### src/rtl/scd_pkg.sv
// Shared types and constants of the scope min/max column decimator.
// No dependencies; imported by every module of the block.
`timescale 1ns / 1ps

package scd_pkg;

  localparam int NUM_BANDS  = 4;
  localparam int IN_PAIRS   = 4;
  localparam int LANES      = (NUM_BANDS < IN_PAIRS) ? NUM_BANDS : IN_PAIRS;
  localparam int BAND_W     = 2;
  localparam int CNT_W      = 3;
  localparam int SPC_W      = 31;
  localparam int CFG_IDX_W  = 3;
  localparam int CFG_DATA_W = 31;

  // queue depths, powers of two
  localparam int SNAP_DEPTH = 2;
  localparam int SNAP_PTR_W = $clog2(SNAP_DEPTH);
  localparam int SNAP_CNT_W = $clog2(SNAP_DEPTH + 1);
  localparam int OUT_DEPTH  = 8;
  localparam int OUT_PTR_W  = $clog2(OUT_DEPTH);
  localparam int OUT_CNT_W  = $clog2(OUT_DEPTH + 1);

  localparam logic [31:0] ONE_Q16   = 32'h0001_0000;
  localparam logic [15:0] MARGIN_Q4 = 16'd224;
  localparam logic signed [15:0] EMPTY_MIN = 16'sh7FFF;
  localparam logic signed [15:0] EMPTY_MAX = -16'sh8000;

  // row = round(N / (25 * 2^20)); the half step is 400 in units of 2^15
  localparam logic [23:0] HALF_Q15    = 24'd400;
  localparam logic [19:0] DIV25_MUL   = 20'd671089;
  localparam int          DIV25_SHIFT = 24;

  typedef enum logic [1:0] {
    CMD_SAMPLE     = 2'd0,
    CMD_CLEAR_BAND = 2'd1,
    CMD_RESET_ALL  = 2'd2
  } cmd_t;

  typedef enum logic [1:0] {
    MODE_LEFT  = 2'd0,
    MODE_RIGHT = 2'd1,
    MODE_MID   = 2'd2,
    MODE_SIDE  = 2'd3
  } mode_t;

  typedef enum logic [CFG_IDX_W-1:0] {
    REG_SPC          = 3'd0,
    REG_BAND_COUNT   = 3'd1,
    REG_BAND_MODES   = 3'd2,
    REG_LANE_HEIGHT  = 3'd3,
    REG_IMAGE_HEIGHT = 3'd4
  } reg_idx_t;

  typedef struct packed {
    logic [1:0]         cmd;
    logic [1:0]         band_select;
    logic signed [15:0] left_0;
    logic signed [15:0] right_0;
    logic signed [15:0] left_1;
    logic signed [15:0] right_1;
    logic signed [15:0] left_2;
    logic signed [15:0] right_2;
    logic signed [15:0] left_3;
    logic signed [15:0] right_3;
  } in_t;

  typedef struct packed {
    logic [1:0]         out_band;
    logic               has_data;
    logic signed [15:0] min_value;
    logic signed [15:0] max_value;
    logic [11:0]        top_pixel;
    logic [11:0]        bottom_pixel;
    logic               last_band;
  } out_t;

  // closed column handed from front to back
  typedef struct packed {
    logic [CNT_W-1:0]            count;
    logic [LANES-1:0][15:0]      vmin;
    logic [LANES-1:0][15:0]      vmax;
  } snap_t;

  // display geometry the back end needs
  typedef struct packed {
    logic [15:0] lane_height;
    logic [11:0] image_height;
  } geom_t;

endpackage

### src/rtl/scd_snap_q.sv
// Short queue of closed columns between front and back end.
// Depends on scd_pkg (snap_t, SNAP_DEPTH).
`timescale 1ns / 1ps

module scd_snap_q
  import scd_pkg::*;
(
  input  logic  clk,
  input  logic  rst_n,
  input  logic  push,
  input  snap_t push_data,
  output logic  full,
  input  logic  pop,
  output logic  valid,
  output snap_t head
);

  snap_t                 mem_r [SNAP_DEPTH];
  logic [SNAP_PTR_W-1:0] wr_r, wr_nxt;
  logic [SNAP_PTR_W-1:0] rd_r, rd_nxt;
  logic [SNAP_CNT_W-1:0] cnt_r, cnt_nxt;

  assign full  = (cnt_r == SNAP_CNT_W'(SNAP_DEPTH));
  assign valid = (cnt_r != '0);
  assign head  = mem_r[rd_r];

  always_comb begin
    wr_nxt  = push ? wr_r + SNAP_PTR_W'(1) : wr_r;
    rd_nxt  = pop  ? rd_r + SNAP_PTR_W'(1) : rd_r;
    cnt_nxt = cnt_r + SNAP_CNT_W'(push) - SNAP_CNT_W'(pop);
  end

  always_ff @(posedge clk) begin
    if (!rst_n) begin
      wr_r  <= '0;
      rd_r  <= '0;
      cnt_r <= '0;
    end else begin
      wr_r  <= wr_nxt;
      rd_r  <= rd_nxt;
      cnt_r <= cnt_nxt;
    end
  end

  always_ff @(posedge clk) begin
    if (push) begin
      mem_r[wr_r] <= push_data;
    end
  end

endmodule

### config.mk
export PLATFORM = sky130hd
export DESIGN_NAME = scd_snap_q
export DESIGN_NICKNAME = d
export VERILOG_FILES = /design/src/rtl/scd_pkg.sv /design/src/rtl/scd_snap_q.sv
export SDC_FILE = /design/constraint.sdc
export NUM_CORES = 1
export LEC_CHECK = 0
export BUFFER_PORTS_ARGS = -buffer_cell sky130_fd_sc_hd__buf_4
export CAP_MARGIN = 20
export CORE_ASPECT_RATIO = 1.25
export CORE_UTILIZATION = 35
export DETAILED_ROUTE_END_ITERATION = 12
export PLACE_DENSITY = 0.53
export SYNTH_ARGS = -nofsm -noshare
export SYNTH_HDL_FRONTEND = slang
export SYNTH_SLANG_ARGS = --single-unit
### constraint.sdc
create_clock -name clk -period 12.84 [get_ports clk]
set_input_delay 2.568 -clock clk [delete_from_list [all_inputs] [get_ports clk]]
set_output_delay 2.568 -clock clk [all_outputs]
set_load 0.01 [all_outputs]
==> impl_metrics.json <==
{
  "start_util": 0.355,
  "maxCapViolCount": 0,
  "root_buffer": "clkbuf_16",
  "finalCritPeriodShare": 0.470,
  "grt_first_pass_wirelength_mm": 30.1,
  "die_height_um": 192,
  "via_per_inst": 4.48,
  "layout-area-overhead-vs-synth_pct": 31.9,
  "power_density_nw_per_um2": 153,
  "avgSynthCellArea_sq_um": 23.4,
  "antenna_found_initial": 2,
  "crit_type": "register to primary output",
  "grt_setup_unrepaired": "false",
  "hold_class": "register to register",
  "critical_path_arrival_ps": 3470,
  "setup_ws_ps": 6800,
  "clock_skew_ps": 5.07,
  "period_needed_ps": 6040,
  "start_kind": "register",
  "tns_ps": 0,
  "relSlewSlack": 0.332,
  "place_ws_ps": 7280,
  "fmax_mhz": 166,
  "met1_usage": 0.143,
  "numPortBuffers": 267,
  "avgRoutedWirePerCell_um": 18.9,
  "drc": 0,
  "gp_congestion": 0.772,
  "busiest_layer": "met2",
  "post_cts_buffers": 0,
  "end_kind": "primary output",
  "die_area_sq_um": 29400,
  "hold_viol": 0,
  "leakagePower_nw": 5.13,
  "cts_resized": 0,
  "outcome": "complete, no violations",
  "crit_path_max_fanout": 52,
  "syn-num-nets": 566,
  "gr-usage-met2": 0.253,
  "ctsHtreeMaxLevel": 1,
  "wl_mm": 20.7,
  "critical_path_required_ps": 10270,
  "clk_pin_slew_ps": 60,
  "peakVddDrop_uv": 95.9,
  "vias": 4889,
  "grt_max_degree": 72,
  "cts_made_buffers": 27,
  "clock-sinks": 267,
  "core_area_sq_um": 28300,
  "ys_seq_elements": 267,
  "maxSlewViolCount": 0,
  "final_antenna_net_count": 0,
  "use_met3": 0.0435,
  "syn_area_sq_um": 10100,
  "insertion_delay_ps": 520,
  "synthDistinctLibCells": 15,
  "placementRows": 69,
  "clockBufferDepth": 3,
  "hold_buffers": 0,
  "finalSetupViolations": 0,
  "first_pass_iters": 4,
  "tritoncts": "built",
  "grt_overflow": 0,
  "grt_pass1_vias": 5312,
  "yosys_warnings": 0,
  "nNetsFinal": 852,
  "die_w_um": 154,
  "drt-initial-drc-count": 164,
  "drive_gt1_frac": 0.604,
  "grt_usage": 0.136,
  "io_pins": 268,
  "max_slew.worst_pin.slew_ps": 1000,
  "ys_seq_area_frac": 0.792,
  "synthCells": 429
}
[area by class of cell]
cell class	count	area (sq um)
antenna	1	2.50
clock buffer	29	683
clock inverter	20	165
fill	2437	15100
inverter	2	7.51
multi-input combinational	145	1940
sequential	267	7970
tap	355	444
timing repair buffer	272	2040
[registers in the layout, summed over array words and instances, names as in the netlist, named ones only]
| register | cells |
|---|---|
| cnt_r | 2 |
| wr_r | 1 |
| rd_r | 1 |
| mem_r | 262 |
[metrics by stage]
step	hold WS, ps	instances	util	power [mW]	area, sq um
finish	582	1091	0.468	2.02	13300
floorplan	555	429	-	1.18	10100
CTS	584	1090	0.468	2.06	13300
global route	607	1090	0.468	2.10	13300
detailed placement	564	1041	0.438	1.30	12400
global placement	569	1041	0.438	1.29	12400
[path summary, 6_finish.rpt]
check | endpoint | slack (ps) | startpoint | cells after the start
worst min-delay path | register | 580 | rd_r | 2
worst max-delay path | head[119] | 6800 | register | 4
worst min register to register | register | 580 | rd_r | 2
worst max register to register | mem_r[1][16] | 10320 | wr_r | 2
[cells in the final DEF, fill, tap and decap left out, drive strengths merged]
cell | netlist | final
buf | 15 | 272
edfxtp | 262 | 262
mux2 | 131 | 131
clkbuf | 0 | 29
clkinv | 0 | 16
dfxtp | 5 | 5
and2 | 4 | 4
nor2b | 4 | 4
bufinv | 0 | 3
inv | 2 | 2
ha | 2 | 2
diode | 0 | 1
or2 | 1 | 1
xor2 | 1 | 1
o21a | 1 | 1
xnor3 | 1 | 1
clkinvlp | 0 | 1
[per-layer routing]
layer | wire, um | share of wire | up-vias
li1 | - | - | 2271
met1 | 7520 | 0.36 | 2410
met2 | 11000 | 0.53 | 169
met3 | 1570 | 0.076 | 37
met4 | 539 | 0.026 | 2
met5 | 13 | 0.00063 | -
[cell families (layout without fill, tap and decap cells)]
kind of cell,Yosys count,in the layout,share of synthesized area
compound gates,1,1,0.000747
simple gates,9,9,0.00560
fa+ha+maj,2,2,0.00249
buf+inv,17,323,0.0154
flops,267,267,0.792
other cells,0,1,0
mux,131,131,0.180
xor+xnor,2,2,0.00311
[power breakdown]
group | switching (mW) | internal (mW) | total (mW)
sequential | 0.0185 | 1.01 | 1.03
clock | 0.307 | 0.442 | 0.749
combinational | 0.103 | 0.145 | 0.248
[critical path: stages, from the launching register on]
cell and delay [ps]:
dfxtp_4 780, buf_4 840, buf_4 680, mux2_2 410
buf_4 140
[cells in the mapped netlist]
| library cell | number | area, sq um |
|---|---|---|
| xor2_1 | 1 | 8.76 |
| buf_2 | 4 | 20.0 |
| buf_8 | 1 | 15.0 |
| nor2b_1 | 4 | 25.0 |
| and2_1 | 4 | 25.0 |
| dfxtp_1 | 5 | 100 |
| ha_1 | 2 | 25.0 |
| edfxtp_1 | 262 | 7870 |
| inv_1 | 2 | 7.51 |
| mux2_4 | 90 | 1350 |
| buf_6 | 10 | 113 |
| or2_2 | 1 | 6.26 |
| o21a_1 | 1 | 7.51 |
| mux2_2 | 41 | 462 |
| xnor3_1 | 1 | 22.5 |
Power figures use the tool's default switching activity.
