## src/rtl/scd_pkg.sv

```systemverilog
// Shared types and constants of the scope min/max column decimator.
// No dependencies; imported by every module of the block.
`timescale 1ns / 1ps

package scd_pkg;

  localparam int NUM_BANDS  = 4;
  localparam int IN_PAIRS   = 4;
  localparam int LANES      = (NUM_BANDS < IN_PAIRS) ? NUM_BANDS : IN_PAIRS;
  localparam int BAND_W     = 2;
  localparam int CNT_W      = 3;
  localparam int SPC_W      = 31;
  localparam int CFG_IDX_W  = 3;
  localparam int CFG_DATA_W = 31;

  // queue depths, powers of two
  localparam int SNAP_DEPTH = 2;
  localparam int SNAP_PTR_W = $clog2(SNAP_DEPTH);
  localparam int SNAP_CNT_W = $clog2(SNAP_DEPTH + 1);
  localparam int OUT_DEPTH  = 8;
  localparam int OUT_PTR_W  = $clog2(OUT_DEPTH);
  localparam int OUT_CNT_W  = $clog2(OUT_DEPTH + 1);

  localparam logic [31:0] ONE_Q16   = 32'h0001_0000;
  localparam logic [15:0] MARGIN_Q4 = 16'd224;
  localparam logic signed [15:0] EMPTY_MIN = 16'sh7FFF;
  localparam logic signed [15:0] EMPTY_MAX = -16'sh8000;

  // row = round(N / (25 * 2^20)); the half step is 400 in units of 2^15
  localparam logic [23:0] HALF_Q15    = 24'd400;
  localparam logic [19:0] DIV25_MUL   = 20'd671089;
  localparam int          DIV25_SHIFT = 24;

  typedef enum logic [1:0] {
    CMD_SAMPLE     = 2'd0,
    CMD_CLEAR_BAND = 2'd1,
    CMD_RESET_ALL  = 2'd2
  } cmd_t;

  typedef enum logic [1:0] {
    MODE_LEFT  = 2'd0,
    MODE_RIGHT = 2'd1,
    MODE_MID   = 2'd2,
    MODE_SIDE  = 2'd3
  } mode_t;

  typedef enum logic [CFG_IDX_W-1:0] {
    REG_SPC          = 3'd0,
    REG_BAND_COUNT   = 3'd1,
    REG_BAND_MODES   = 3'd2,
    REG_LANE_HEIGHT  = 3'd3,
    REG_IMAGE_HEIGHT = 3'd4
  } reg_idx_t;

  typedef struct packed {
    logic [1:0]         cmd;
    logic [1:0]         band_select;
    logic signed [15:0] left_0;
    logic signed [15:0] right_0;
    logic signed [15:0] left_1;
    logic signed [15:0] right_1;
    logic signed [15:0] left_2;
    logic signed [15:0] right_2;
    logic signed [15:0] left_3;
    logic signed [15:0] right_3;
  } in_t;

  typedef struct packed {
    logic [1:0]         out_band;
    logic               has_data;
    logic signed [15:0] min_value;
    logic signed [15:0] max_value;
    logic [11:0]        top_pixel;
    logic [11:0]        bottom_pixel;
    logic               last_band;
  } out_t;

  // closed column handed from front to back
  typedef struct packed {
    logic [CNT_W-1:0]            count;
    logic [LANES-1:0][15:0]      vmin;
    logic [LANES-1:0][15:0]      vmax;
  } snap_t;

  // display geometry the back end needs
  typedef struct packed {
    logic [15:0] lane_height;
    logic [11:0] image_height;
  } geom_t;

endpackage

```

## src/rtl/scd_out_q.sv

```systemverilog
// Result queue seen on the output side of the block.
// Depends on scd_pkg (out_t, OUT_DEPTH); reports its fill level to scd_back.
`timescale 1ns / 1ps

module scd_out_q
  import scd_pkg::*;
(
  input  logic                 clk,
  input  logic                 rst_n,
  input  logic                 push,
  input  out_t                 push_data,
  input  logic                 pop,
  output logic                 empty,
  output out_t                 head,
  output logic [OUT_CNT_W-1:0] level
);

  out_t                 mem_r [OUT_DEPTH];
  logic [OUT_PTR_W-1:0] wr_r, wr_nxt;
  logic [OUT_PTR_W-1:0] rd_r, rd_nxt;
  logic [OUT_CNT_W-1:0] cnt_r, cnt_nxt;
  logic                 do_pop;

  assign empty  = (cnt_r == '0);
  assign head   = mem_r[rd_r];
  assign level  = cnt_r;
  assign do_pop = pop && !empty;

  always_comb begin
    wr_nxt  = push   ? wr_r + OUT_PTR_W'(1) : wr_r;
    rd_nxt  = do_pop ? rd_r + OUT_PTR_W'(1) : rd_r;
    cnt_nxt = cnt_r + OUT_CNT_W'(push) - OUT_CNT_W'(do_pop);
  end

  always_ff @(posedge clk) begin
    if (!rst_n) begin
      wr_r  <= '0;
      rd_r  <= '0;
      cnt_r <= '0;
    end else begin
      wr_r  <= wr_nxt;
      rd_r  <= rd_nxt;
      cnt_r <= cnt_nxt;
    end
  end

  always_ff @(posedge clk) begin
    if (push) begin
      mem_r[wr_r] <= push_data;
    end
  end

endmodule

```

## config.mk

```make
export PLATFORM = sky130hd
export DESIGN_NAME = scd_out_q
export DESIGN_NICKNAME = d
export VERILOG_FILES = /design/src/rtl/scd_pkg.sv /design/src/rtl/scd_out_q.sv
export SDC_FILE = /design/constraint.sdc
export NUM_CORES = 1
export LEC_CHECK = 0
export BUFFER_PORTS_ARGS = -buffer_cell sky130_fd_sc_hd__buf_2
export CELL_PAD_IN_SITES_DETAIL_PLACEMENT = 1
export CELL_PAD_IN_SITES_GLOBAL_PLACEMENT = 2
export CORE_UTILIZATION = 35
export DETAILED_ROUTE_END_ITERATION = 8
export GPL_TIMING_DRIVEN = 0
export PLACE_DENSITY = 0.75
export SLEW_MARGIN = 20
export SYNTH_ARGS = -nofsm -noshare
export SYNTH_HDL_FRONTEND = slang
export SYNTH_SLANG_ARGS = --single-unit
```

## constraint.sdc

```tcl
create_clock -name clk -period 6 [get_ports clk]
set_clock_uncertainty 0.1 [all_clocks]
set_input_delay 1.2 -clock clk [delete_from_list [all_inputs] [get_ports clk]]
set_output_delay 1.2 -clock clk [all_outputs]
set_load 0.1 [all_outputs]
```

==> flow_results.org <==
** Yosys
- Instance count of the mapped netlist :: 764
- After synthesis, flip-flops and latches occupy 78.0% of the total area.
- Post-synthesis async set-or-reset flop share :: 0%
- The largest total area in the synthesized netlist belongs to sky130_fd_sc_hd__edfxtp_1.
- Netlist cell types :: 29
- Yosys warnings :: 0
- By area the synthesized netlist is led by sky130_fd_sc_hd__edfxtp_1 (77%), sky130_fd_sc_hd__mux4_2 (12%), sky130_fd_sc_hd__mux2_2 (3.6%), sky130_fd_sc_hd__mux4_1 (2.8%), sky130_fd_sc_hd__dfxtp_1 (1.4%).
- Summing every instance area after synthesis gives 0.0188 mm^2.
- Area fraction of the dominant cell type after synthesis :: 76.6%
- Post-synthesis register bit count :: 493
- Average footprint of a synthesized cell :: 24.6 um^2
- After synthesis, the most frequently instantiated cells are sky130_fd_sc_hd__edfxtp_1 (480), sky130_fd_sc_hd__mux4_2 (100), sky130_fd_sc_hd__mux2_2 (60), sky130_fd_sc_hd__mux4_1 (20), sky130_fd_sc_hd__clkbuf_1 (14).
- EDFF count, synth :: 480
- Synthesis produced a netlist with a net count of 835.
- Library cell with the highest instance count after synthesis :: sky130_fd_sc_hd__edfxtp_1
- Predominant post-synthesis flop cell :: sky130_fd_sc_hd__edfxtp_1

** Detailed routing
- Number of iterations in the first detailed-routing pass :: 7
- Dividing the detail-routed wire length by the instance count gives 23.8 um.
- The count of nets left with antenna violations once routing finished came out at 0.
- Number of DRC markers after the initial detailed-route iteration :: 593
- Drt total wl :: 40.8 mm
- After detailed routing, the number of remaining DRC violations is 14.
- Via total after detailed routing :: 8,429
- Number of vias per cell after detailed routing :: 4.93

** CTS
- Buffers inserted during clock tree synthesis total 52.
- TritonCTS clock tree :: yes
- Maximum level of the CTS H-tree :: 2
- Clock slew at reported path FFs :: 60 ps
- The later pin in the worst-skew pair is clocked with a latency of 580 ps.
- After clock tree synthesis, the repair step resized 0 gates.
- Maximum buffer depth of the clock tree :: 3
- The tree is rooted in a sky130_fd_sc_hd__clkbuf_16.
- # hold bufs at CTS :: 0
- For this design, the sink count on the clock tree is 493.
- Buffers added to address setup during post-CTS repair amount to 0.

** Cells and area
- Count of fill cells added during filler insertion :: 4,860
- P&R area growth vs syn :: 21.4%
- Number of nets in the finished design :: 1,049
- Share of post-route cells with drive strength above 1 :: 40.2%

** Power
- VDD sags by at most 342 uV.
- In this run the power density over the cells is 415 mW/mm^2.
- Leakage power :: 7.32 nW

** GRT
- The via count of the first global-routing pass was 9,277.
- The number of antenna violations at the first check in global routing was 7.
- In the global route stage, overall resource usage came out at 15.2%.
- The first global-routing pass estimated 60.0 mm of wire.
- Entering global routing, the biggest net connects 20 pins.
- Total global routing overflow :: 0

** STA
- The final hold violation count came to 0.
- Slew at the pin closest to its max-slew limit :: 836 ps
- Setup violations remaining at the end of the flow were counted as 0.
- The count of pins over their slew limit is 0.
- In this run the tightest slew margin relative to its limit is 44.3%.
- Final worst path period need :: 4250 ps
- The worst path meets setup with 1750 ps of slack.
- Sum of negative setup slack :: 0 ps
- Setup repair after global routing left no endpoint under its margin.
- Highest attainable clock frequency :: 236 MHz
- The final critical path takes up 70.8% of the cycle.

** Die
- Once the floorplan was initialized, standard cells occupied 35.6% of the core.
- The floorplan step defined a die boundary enclosing 0.0547 mm^2.
- Die Width :: 234 um
- In this run the standard cell core region covers 0.0529 mm^2.
- After floorplanning, the core was divided into 84 placement rows.
- 129 I/O pins were placed.
- In this run the vertical extent of the chip is 234 um.

** Critical path
- Reg2Reg Depth :: 10
- The endpoint identified for the worst register-to-register timing path is level[2].
- Flop2flop setup slack :: 3250 ps
- Nature of the critical path startpoint :: flop
- Worst EP arrival :: 2950 ps
- Worst Setup Path Type :: reg -> out
- Sort of element at the end of the critical path :: primary output
- Top fanout value on the critical path :: 10
- The startpoint identified for the worst register-to-register timing path is level[2].
- For the worst setup path, the data required time is 4700 ps.

** Status
- The run finished, with violations left.
- Violated checks :: DRC

** Min path
- Origin of the worst min-delay path :: rd_r[1]
- Worst min-delay path endpoint :: rd_r[1]
- The worst hold path passes through 2 cells.
- Hold Path Class :: reg -> reg

** Placed design
- The HPWL after detailed placement is 26.2 mm.
- The count of buffers added on input and output ports is 128.
- The congestion estimate from routability-driven global placement came to 0.666.
- Prior to clock tree synthesis, the placed netlist has a worst setup slack of 2330 ps.

** Run
- Max-cap violations in this run came to 0.
==> state kept, by name (all words and copies together) (netlist names), named ones only <==
name	count
level	4
mem_r	480
wr_r	3
rd_r	3
==> metrics by stage <==
step           instance area, um^2  cells  hold WS (ps)  utilization [%]  total power [mW]
2_1_floorplan                18800    764           364                -              5.90
3_3_place_gp                 20300   1580           374             38.4              6.34
3_5_place_dp                 21100   1612           398             40.0              6.40
4_1_cts                      22800   1710           406             43.2              9.60
5_1_grt                      22800   1710           447             43.2              9.78
6_report                     22800   1711           403             43.2              9.47
==> power breakdown <==
part           leakage [nW]  internal, mW  switching [mW]
combinational          2.03         0.645            1.73
clock                 0.822          1.90            1.28
sequential             4.47          3.88          0.0306
==> worst max-delay path by stage <==
stage                        start      endpoint  slack, ps  cells past startpoint
after floorplan           level[2]      level[2]        940                     10
after global placement        push  mem_r[6][52]      -1660                      3
after detailed placement      flop      head[37]       2330                      5
after CTS                     flop      head[37]       1640                      5
after global routing          flop      head[37]       1620                      5
final                         flop      head[37]       1750                      5
==> layer usage <==
layer / wire, um / vias to the layer above / global-route usage, %
li1: - / 3700 / -
met1: 18000 / 4472 / 20.2
met2: 19900 / 180 / 25.2
met3: 2040 / 67 / 3.34
met4: 757 / 10 / 4.40
met5: 69 / - / 0
==> cell families after synthesis <==
family	synth area share, %
AND/OR/NAND/NOR	0.838
multiplexers	18.7
adder cells (fa/ha/maj)	0.506
flip-flops	78.0
buffers and inverters	1.59
AO/OA/AOI/OAI	0.173
XOR/XNOR	0.140
==> cells in the final DEF, fill, tap and decap left out, drive strengths merged, types with 6 or more instances in the layout <==
cell type / n
mux4: 120
mux2: 60
clkbuf: 83
nand2: 8
dfxtp: 13
edfxtp: 480
nand2b: 6
nor2: 6
clkinv: 22
buf: 181
ha: 6
mux2i: 7
bufinv: 6
==> worst max-delay path, stage by stage (launching register included) <==
cell,delay (ps)
sky130_fd_sc_hd__dfxtp_1,360
sky130_fd_sc_hd__buf_2,300
sky130_fd_sc_hd__clkbuf_1,640
sky130_fd_sc_hd__mux4_2,400
sky130_fd_sc_hd__mux2_2,330
sky130_fd_sc_hd__buf_2,310
==> cell type report <==
class                           instances  area (um^2)  share of cell area [%]
Inverter                                3         11.3                  0.0493
Antenna cell                            1         2.50                  0.0110
Timing Repair Buffer                  160         1390                    6.08
Tap cell                              688          861                    3.77
Buffer                                 35          288                    1.26
Sequential cell                       493        14700                    64.3
Clock buffer                           69         1410                    6.17
Clock inverter                         29          294                    1.29
Multi-Input combinational cell        233         3900                    17.1
(Power assumes the default switching activity.)
