File: config.mk
export PLATFORM = sky130hd
export DESIGN_NAME = scd_front
export DESIGN_NICKNAME = d
export VERILOG_FILES = /design/src/rtl/scd_pkg.sv /design/src/rtl/scd_front.sv
export SDC_FILE = /design/constraint.sdc
export NUM_CORES = 1
export LEC_CHECK = 0
export ABC_CLOCK_PERIOD_IN_PS = 6550
export BUFFER_PORTS_ARGS = -buffer_cell sky130_fd_sc_hd__buf_2
export CAP_MARGIN = 0
export CORE_ASPECT_RATIO = 0.9
export CORE_MARGIN = 4
export CORE_UTILIZATION = 53
export CTS_CLUSTER_SIZE = 20
export DETAILED_ROUTE_END_ITERATION = 12
export PLACE_DENSITY = 0.77
export SYNTH_ARGS = -nofsm -noshare
export SYNTH_HDL_FRONTEND = slang
export SYNTH_SLANG_ARGS = --single-unit
File: constraint.sdc
create_clock -name clk -period 6.55 [get_ports clk]
set_input_delay 0.655 -clock clk [delete_from_list [all_inputs] [get_ports clk]]
set_output_delay 0.655 -clock clk [all_outputs]
set_load 0.05 [all_outputs]
File: src/rtl/scd_pkg.sv
// Shared types and constants of the scope min/max column decimator.
// No dependencies; imported by every module of the block.
`timescale 1ns / 1ps

package scd_pkg;

  localparam int NUM_BANDS  = 4;
  localparam int IN_PAIRS   = 4;
  localparam int LANES      = (NUM_BANDS < IN_PAIRS) ? NUM_BANDS : IN_PAIRS;
  localparam int BAND_W     = 2;
  localparam int CNT_W      = 3;
  localparam int SPC_W      = 31;
  localparam int CFG_IDX_W  = 3;
  localparam int CFG_DATA_W = 31;

  // queue depths, powers of two
  localparam int SNAP_DEPTH = 2;
  localparam int SNAP_PTR_W = $clog2(SNAP_DEPTH);
  localparam int SNAP_CNT_W = $clog2(SNAP_DEPTH + 1);
  localparam int OUT_DEPTH  = 8;
  localparam int OUT_PTR_W  = $clog2(OUT_DEPTH);
  localparam int OUT_CNT_W  = $clog2(OUT_DEPTH + 1);

  localparam logic [31:0] ONE_Q16   = 32'h0001_0000;
  localparam logic [15:0] MARGIN_Q4 = 16'd224;
  localparam logic signed [15:0] EMPTY_MIN = 16'sh7FFF;
  localparam logic signed [15:0] EMPTY_MAX = -16'sh8000;

  // row = round(N / (25 * 2^20)); the half step is 400 in units of 2^15
  localparam logic [23:0] HALF_Q15    = 24'd400;
  localparam logic [19:0] DIV25_MUL   = 20'd671089;
  localparam int          DIV25_SHIFT = 24;

  typedef enum logic [1:0] {
    CMD_SAMPLE     = 2'd0,
    CMD_CLEAR_BAND = 2'd1,
    CMD_RESET_ALL  = 2'd2
  } cmd_t;

  typedef enum logic [1:0] {
    MODE_LEFT  = 2'd0,
    MODE_RIGHT = 2'd1,
    MODE_MID   = 2'd2,
    MODE_SIDE  = 2'd3
  } mode_t;

  typedef enum logic [CFG_IDX_W-1:0] {
    REG_SPC          = 3'd0,
    REG_BAND_COUNT   = 3'd1,
    REG_BAND_MODES   = 3'd2,
    REG_LANE_HEIGHT  = 3'd3,
    REG_IMAGE_HEIGHT = 3'd4
  } reg_idx_t;

  typedef struct packed {
    logic [1:0]         cmd;
    logic [1:0]         band_select;
    logic signed [15:0] left_0;
    logic signed [15:0] right_0;
    logic signed [15:0] left_1;
    logic signed [15:0] right_1;
    logic signed [15:0] left_2;
    logic signed [15:0] right_2;
    logic signed [15:0] left_3;
    logic signed [15:0] right_3;
  } in_t;

  typedef struct packed {
    logic [1:0]         out_band;
    logic               has_data;
    logic signed [15:0] min_value;
    logic signed [15:0] max_value;
    logic [11:0]        top_pixel;
    logic [11:0]        bottom_pixel;
    logic               last_band;
  } out_t;

  // closed column handed from front to back
  typedef struct packed {
    logic [CNT_W-1:0]            count;
    logic [LANES-1:0][15:0]      vmin;
    logic [LANES-1:0][15:0]      vmax;
  } snap_t;

  // display geometry the back end needs
  typedef struct packed {
    logic [15:0] lane_height;
    logic [11:0] image_height;
  } geom_t;

endpackage

File: src/rtl/scd_front.sv
// Front end: configuration registers, per-band min/max tracking and column counter.
// Depends on scd_pkg; pushes closed columns into scd_snap_q.
`timescale 1ns / 1ps

module scd_front
  import scd_pkg::*;
(
  input  logic                  clk,
  input  logic                  rst_n,
  input  logic                  in_push,
  input  in_t                   in_data,
  output logic                  in_full,
  input  logic                  cfg_valid,
  output logic                  cfg_ready,
  input  logic [CFG_IDX_W-1:0]  cfg_index,
  input  logic [CFG_DATA_W-1:0] cfg_data,
  input  logic                  snap_full,
  output logic                  snap_push,
  output snap_t                 snap_data,
  output geom_t                 geom
);

  logic [SPC_W-1:0] spc_r, spc_nxt;
  logic [CNT_W-1:0] cnt_r, cnt_nxt;
  logic [7:0]       modes_r, modes_nxt;
  logic [15:0]      lane_r, lane_nxt;
  logic [11:0]      img_r, img_nxt;
  logic [31:0]      prog_r, prog_nxt;

  logic signed [15:0] min_r [LANES];
  logic signed [15:0] min_nxt [LANES];
  logic signed [15:0] max_r [LANES];
  logic signed [15:0] max_nxt [LANES];
  logic signed [15:0] upd_min [LANES];
  logic signed [15:0] upd_max [LANES];
  logic signed [15:0] shown [LANES];
  logic signed [15:0] lefts [IN_PAIRS];
  logic signed [15:0] rights [IN_PAIRS];

  logic [CNT_W-1:0] cnt_eff;
  logic [SPC_W-1:0] spc_eff;
  logic [32:0]      sum33;
  logic [32:0]      diff33;
  logic             accept;
  logic             flush;

  assign accept    = in_push && !snap_full;
  assign in_full   = snap_full;
  assign cfg_ready = 1'b1;
  assign geom.lane_height  = lane_r;
  assign geom.image_height = img_r;

  assign lefts[0]  = in_data.left_0;
  assign lefts[1]  = in_data.left_1;
  assign lefts[2]  = in_data.left_2;
  assign lefts[3]  = in_data.left_3;
  assign rights[0] = in_data.right_0;
  assign rights[1] = in_data.right_1;
  assign rights[2] = in_data.right_2;
  assign rights[3] = in_data.right_3;

  always_comb begin
    if (cnt_r == '0) begin
      cnt_eff = CNT_W'(1);
    end else if (cnt_r > CNT_W'(LANES)) begin
      cnt_eff = CNT_W'(LANES);
    end else begin
      cnt_eff = cnt_r;
    end
    spc_eff = (spc_r < SPC_W'(ONE_Q16)) ? SPC_W'(ONE_Q16) : spc_r;
  end

  // displayed sample per band; mid and side take the floor of the half
  always_comb begin
    logic [16:0] s_sum;
    logic [16:0] s_dif;
    for (int b = 0; b < LANES; b++) begin
      s_sum = {lefts[b][15], lefts[b]} + {rights[b][15], rights[b]};
      s_dif = {lefts[b][15], lefts[b]} - {rights[b][15], rights[b]};
      case (mode_t'(modes_r[2*b +: 2]))
        MODE_LEFT:  shown[b] = lefts[b];
        MODE_RIGHT: shown[b] = rights[b];
        MODE_MID:   shown[b] = s_sum[16:1];
        MODE_SIDE:  shown[b] = s_dif[16:1];
        default:    shown[b] = lefts[b];
      endcase
    end
  end

  always_comb begin
    for (int b = 0; b < LANES; b++) begin
      upd_min[b] = min_r[b];
      upd_max[b] = max_r[b];
      if (CNT_W'(b) < cnt_eff) begin
        if (shown[b] < min_r[b]) upd_min[b] = shown[b];
        if (shown[b] > max_r[b]) upd_max[b] = shown[b];
      end
    end
  end

  always_comb begin
    spc_nxt   = spc_r;
    cnt_nxt   = cnt_r;
    modes_nxt = modes_r;
    lane_nxt  = lane_r;
    img_nxt   = img_r;
    prog_nxt  = prog_r;
    min_nxt   = min_r;
    max_nxt   = max_r;
    snap_push = 1'b0;
    flush     = 1'b0;

    sum33  = {1'b0, prog_r} + {1'b0, ONE_Q16};
    diff33 = sum33 - {2'b0, spc_eff};

    snap_data.count = cnt_eff;
    for (int b = 0; b < LANES; b++) begin
      snap_data.vmin[b] = upd_min[b];
      snap_data.vmax[b] = upd_max[b];
    end

    if (accept) begin
      case (cmd_t'(in_data.cmd))
        CMD_SAMPLE: begin
          if (!diff33[32]) begin
            // column closes: hand the column over, start a fresh one
            prog_nxt  = diff33[31:0];
            snap_push = 1'b1;
            for (int b = 0; b < LANES; b++) begin
              min_nxt[b] = EMPTY_MIN;
              max_nxt[b] = EMPTY_MAX;
            end
          end else begin
            prog_nxt = sum33[31:0];
            min_nxt  = upd_min;
            max_nxt  = upd_max;
          end
        end
        CMD_CLEAR_BAND: begin
          if ({1'b0, in_data.band_select} < cnt_eff) begin
            for (int b = 0; b < LANES; b++) begin
              if (BAND_W'(b) == in_data.band_select) begin
                min_nxt[b] = EMPTY_MIN;
                max_nxt[b] = EMPTY_MAX;
              end
            end
          end
        end
        CMD_RESET_ALL: begin
          flush = 1'b1;
        end
        default: ;
      endcase
    end

    if (cfg_valid) begin
      case (reg_idx_t'(cfg_index))
        REG_SPC: begin
          spc_nxt = cfg_data[SPC_W-1:0];
          if (cfg_data[SPC_W-1:0] != spc_r) flush = 1'b1;
        end
        REG_BAND_COUNT: begin
          cnt_nxt = cfg_data[CNT_W-1:0];
          if (cfg_data[CNT_W-1:0] != cnt_r) flush = 1'b1;
        end
        REG_BAND_MODES: begin
          modes_nxt = cfg_data[7:0];
          // only bands whose mode changed lose their samples
          for (int b = 0; b < LANES; b++) begin
            if (cfg_data[2*b +: 2] != modes_r[2*b +: 2]) begin
              min_nxt[b] = EMPTY_MIN;
              max_nxt[b] = EMPTY_MAX;
            end
          end
        end
        REG_LANE_HEIGHT: begin
          lane_nxt = cfg_data[15:0];
          if (cfg_data[15:0] != lane_r) flush = 1'b1;
        end
        REG_IMAGE_HEIGHT: begin
          img_nxt = cfg_data[11:0];
          if (cfg_data[11:0] != img_r) flush = 1'b1;
        end
        default: ;
      endcase
    end

    if (flush) begin
      prog_nxt = '0;
      for (int b = 0; b < LANES; b++) begin
        min_nxt[b] = EMPTY_MIN;
        max_nxt[b] = EMPTY_MAX;
      end
    end
  end

  always_ff @(posedge clk) begin
    if (!rst_n) begin
      spc_r   <= SPC_W'(ONE_Q16);
      cnt_r   <= CNT_W'(1);
      modes_r <= '0;
      lane_r  <= 16'd2880;
      img_r   <= 12'd720;
      prog_r  <= '0;
      for (int b = 0; b < LANES; b++) begin
        min_r[b] <= EMPTY_MIN;
        max_r[b] <= EMPTY_MAX;
      end
    end else begin
      spc_r   <= spc_nxt;
      cnt_r   <= cnt_nxt;
      modes_r <= modes_nxt;
      lane_r  <= lane_nxt;
      img_r   <= img_nxt;
      prog_r  <= prog_nxt;
      min_r   <= min_nxt;
      max_r   <= max_nxt;
    end
  end

endmodule

==> results.cfg <==
[timing]
layout_worst_path_cycle_share_pct = 98.3
finalClockSkew_ns = 0.0305
finalWorstSetupSlack_ns = 0.113
max_slew.worst_pin.slew_ns = 1.29
fmax_mhz = 155
setup-violations-final = 0
remaining_max_slew_budget_at_the_tightest_pin_pct = 13.8
fin_hold_ws_ns = 0.330
maxSlewViolCount = 0
post-route-min-period_ns = 6.44
report.final.hold_viol_count = 0

[pwr]
comb_power_share_pct = 35.4
power.switching_mw = 1.73
power_per_cell_area_mw_per_mm2 = 182
intPower_mw = 2.98
leakage_nw = 11.2
report.power.total_mw = 4.71
vdd_drop_max_mv = 0.199
switching_share_pct = 36.8
share_clk_of_total_power_pct = 34.1
seq_power_share_pct = 30.6

[finish]
layout.nets = 3553
area_growth_syn_to_layout_pct = 19.3
mostFrequentLayoutCell = sky130_fd_sc_hd__nand2_1
mostFrequentLayoutCells = sky130_fd_sc_hd__nand2_1 (395), sky130_fd_sc_hd__buf_2 (309), sky130_fd_sc_hd__dfxtp_1 (225)
final_area_mm2 = 0.0259
drive_gt1_share_pct = 22.3

[synthesis]
postSynthAreaPerCell_um2 = 7.66
synth-edff-count = 0
yosys_warnings = 0
mappedNetlistNets = 3227
synth_top_cell_by_area = sky130_fd_sc_hd__dfxtp_1
netlist_area_mm2 = 0.0217
post_synth_main_area_contributors = sky130_fd_sc_hd__dfxtp_1 (21%), sky130_fd_sc_hd__ha_1 (13%), sky130_fd_sc_hd__nand2_1 (6.9%)
yosysSeqAreaShare_pct = 21.2
synth_top_area_share_pct = 21.2
yosysUniqueCellTypes = 99
synth_seq_cells = 230
syn_inst_count = 2830
synth_top_flop_cell = sky130_fd_sc_hd__dfxtp_1
ffs_w_async_s_r_synth_pct = 0

[cts]
cts_max_path_buffers = 3
clk_pin_slew_ns = 0.06
ctsHtreeMaxLevel = 1
cts.root.buffer_cell = sky130_fd_sc_hd__clkbuf_16
worst_skew_pair.late_latency_ns = 0.58
cts_tree = yes
cts_inserted_buffers = 28
cts_num_sinks = 230

[critical_path]
crit_path_end_kind = output pin
critical_path_required_ns = 5.89
crit_path_start_kind = input port
path_max_fanout = 5
critPathArrivalTime_ns = 5.78
kind_of_critical_path = in2out

[drt]
route.detailed.wl_per_inst_um = 19.6
number_of_vias_in_the_routed_layout = 22500
drt-vias-per-instance = 6.05
wl_met2_mm = 32.8
drt_first_iter_violations = 1887
drt_pre_antenna_iters = 6
finalWirelength_mm = 72.8
top_layer_used = met5
wl_met3_mm = 5.68
drtAntennaViolNets = 0
remaining_drcs = 0
met1Wirelength_mm = 31.8

[placed_design]
placement.io_buffers = 331
placed_cell_areas_mm2 = 0.0243
placement_setup_slack_ns = -0.103
gp_congestion = 0.979
dpl.hpwl_mm = 55.5

[die]
die_x_um = 221
top_level_ports = 333
rows = 70
initial_core_util_pct = 53.5
die_h_um = 200
core_box_area_mm2 = 0.0406
die_area_mm2 = 0.0442

[global_routing]
grt_start_max_net_pins = 72
vias_in_the_first_global_route = 21200
groute.usage.overall_pct = 30.0
grt_antenna_before_repair = 7
wire_length_of_the_first_global_routing_pass_mm = 111
grt_overflow = 0

[worst_hold_path]
worst_hold_path_type = in2reg

[run]
timing.max_cap.violations = 0

[outcome]
run_status = complete, no violations
## final cells by class
class                   count  area (µm²)
flip-flops and latches    230        4610
fillers                  3502       14700
multi-input cells        2272       16300
diodes                      4        10.0
well taps                 540         676
clock buffers              41         810
repair buffers            432        2590
clock inverters            11         126
inverters                 192         721
## flip-flops by register name (all words and copies together) (netlist names)
signal	cells
img_r	12
min_r	64
prog_r	32
spc_r	31
cnt_r	3
max_r	64
modes_r	8
lane_r	16
## metrics by stage
stage	setup TNS, ns	instances	utilization, %
2_1_floorplan	-0.830	2830	-
3_3_place_gp	0	3646	59.8
3_5_place_dp	-2.03	3646	59.8
4_1_cts	0	3698	62.3
5_1_grt	-2.53	3721	63.8
6_report	0	3722	63.8
## power groups by stage
| stage | clock network (mW) | logic (mW) | registers [mW] |
|---|---|---|---|
| 6_report | 1.60 | 1.66 | 1.44 |
| 5_1_grt | 1.68 | 1.80 | 1.44 |
| 4_1_cts | 1.62 | 1.59 | 1.44 |
| 3_5_place_dp | 0 | 1.58 | 1.47 |
| 3_3_place_gp | 0 | 1.54 | 1.47 |
| 2_1_floorplan | 0 | 1.14 | 1.48 |
## logic make-up after synthesis
logic type	count (synthesis)	share of synthesized area [%]
simple gates	909	19.6
compound gates	748	22.8
buf+inv	330	5.91
flops	230	21.2
fa+ha+maj	226	13.2
xor+xnor	217	8.77
mux	169	8.39
other cells	1	0.0173
## worst paths after layout
check / start / cells past startpoint / slack, ns / endpoint
max: in_data[65] / 25 / 0.11 / snap_data[27]
min: cfg_data[16] / 3 / 0.33 / spc_r[16]
max reg2reg: modes_r[3] / 25 / 1.11 / max_r[46]
min reg2reg: prog_r[15] / 2 / 0.46 / prog_r[15]
## critical path, stage by stage
cell and delay [ns]:
sky130_fd_sc_hd__buf_2 0.14, sky130_fd_sc_hd__inv_1 0.06, sky130_fd_sc_hd__ha_2 0.18, sky130_fd_sc_hd__nand3b_1 0.16
sky130_fd_sc_hd__o41ai_2 0.35, sky130_fd_sc_hd__xor2_1 0.13, sky130_fd_sc_hd__ha_2 0.22, sky130_fd_sc_hd__or3_1 0.38
sky130_fd_sc_hd__a211oi_2 0.28, sky130_fd_sc_hd__o41ai_2 0.12, sky130_fd_sc_hd__a2111o_1 0.44, sky130_fd_sc_hd__a31o_1 0.23
sky130_fd_sc_hd__or2_0 0.21, sky130_fd_sc_hd__a31oi_2 0.22, sky130_fd_sc_hd__inv_2 0.09, sky130_fd_sc_hd__ha_1 0.31
sky130_fd_sc_hd__and4_1 0.16, sky130_fd_sc_hd__nand4_1 0.11, sky130_fd_sc_hd__nor4_2 0.05, sky130_fd_sc_hd__nor3_1 0.28
sky130_fd_sc_hd__o21ai_4 0.18, sky130_fd_sc_hd__buf_4 0.17, sky130_fd_sc_hd__buf_2 0.14, sky130_fd_sc_hd__o21ai_2 0.19
sky130_fd_sc_hd__buf_2 0.31
## per-layer routing
metal / vias to the layer above / global-route usage [%]
met5: - / 0
met4: 8 / 9.34
met3: 167 / 6.02
met2: 895 / 49.2
met1: 10700 / 40.3
li1: 10800 / -
## Yosys cell counts, types with 8 or more instances
library cell                number
sky130_fd_sc_hd__nor3_1         54
sky130_fd_sc_hd__mux2_2        100
sky130_fd_sc_hd__xor2_1         87
sky130_fd_sc_hd__ha_1          221
sky130_fd_sc_hd__a22oi_1        46
sky130_fd_sc_hd__a31oi_1        23
sky130_fd_sc_hd__and4_1         11
sky130_fd_sc_hd__o21ai_1        12
sky130_fd_sc_hd__inv_1         189
sky130_fd_sc_hd__nor2b_1        31
sky130_fd_sc_hd__nor4_1         22
sky130_fd_sc_hd__nor2_1        183
sky130_fd_sc_hd__and3_1         11
sky130_fd_sc_hd__a31o_2          9
sky130_fd_sc_hd__nand3_1        55
sky130_fd_sc_hd__a2111oi_0       8
sky130_fd_sc_hd__buf_2          14
sky130_fd_sc_hd__a21boi_0       64
sky130_fd_sc_hd__o31ai_1        17
sky130_fd_sc_hd__o21a_1         22
sky130_fd_sc_hd__nand2b_1       36
sky130_fd_sc_hd__a21oi_1       155
sky130_fd_sc_hd__dfxtp_1       230
sky130_fd_sc_hd__a211o_1         8
sky130_fd_sc_hd__o21ai_0       134
sky130_fd_sc_hd__o211ai_1       13
sky130_fd_sc_hd__o22ai_1        59
sky130_fd_sc_hd__a211oi_1       33
sky130_fd_sc_hd__mux2i_1        67
sky130_fd_sc_hd__clkbuf_1      108
sky130_fd_sc_hd__a21o_1         65
sky130_fd_sc_hd__or3_1          13
sky130_fd_sc_hd__nand4_1        40
sky130_fd_sc_hd__buf_1          11
sky130_fd_sc_hd__xnor2_1       130
sky130_fd_sc_hd__nand2_1       398
## what timing repair did
action / CTS / global route
hold buffers: 0 / 0
setup buffers: 0 / 15
gates cloned: 0 / 5
endpoints found under the setup margin: 107 / 128
pin swaps: 1 / 20
gates resized for setup: 17 / 112
Power figures use the tool's default switching activity.
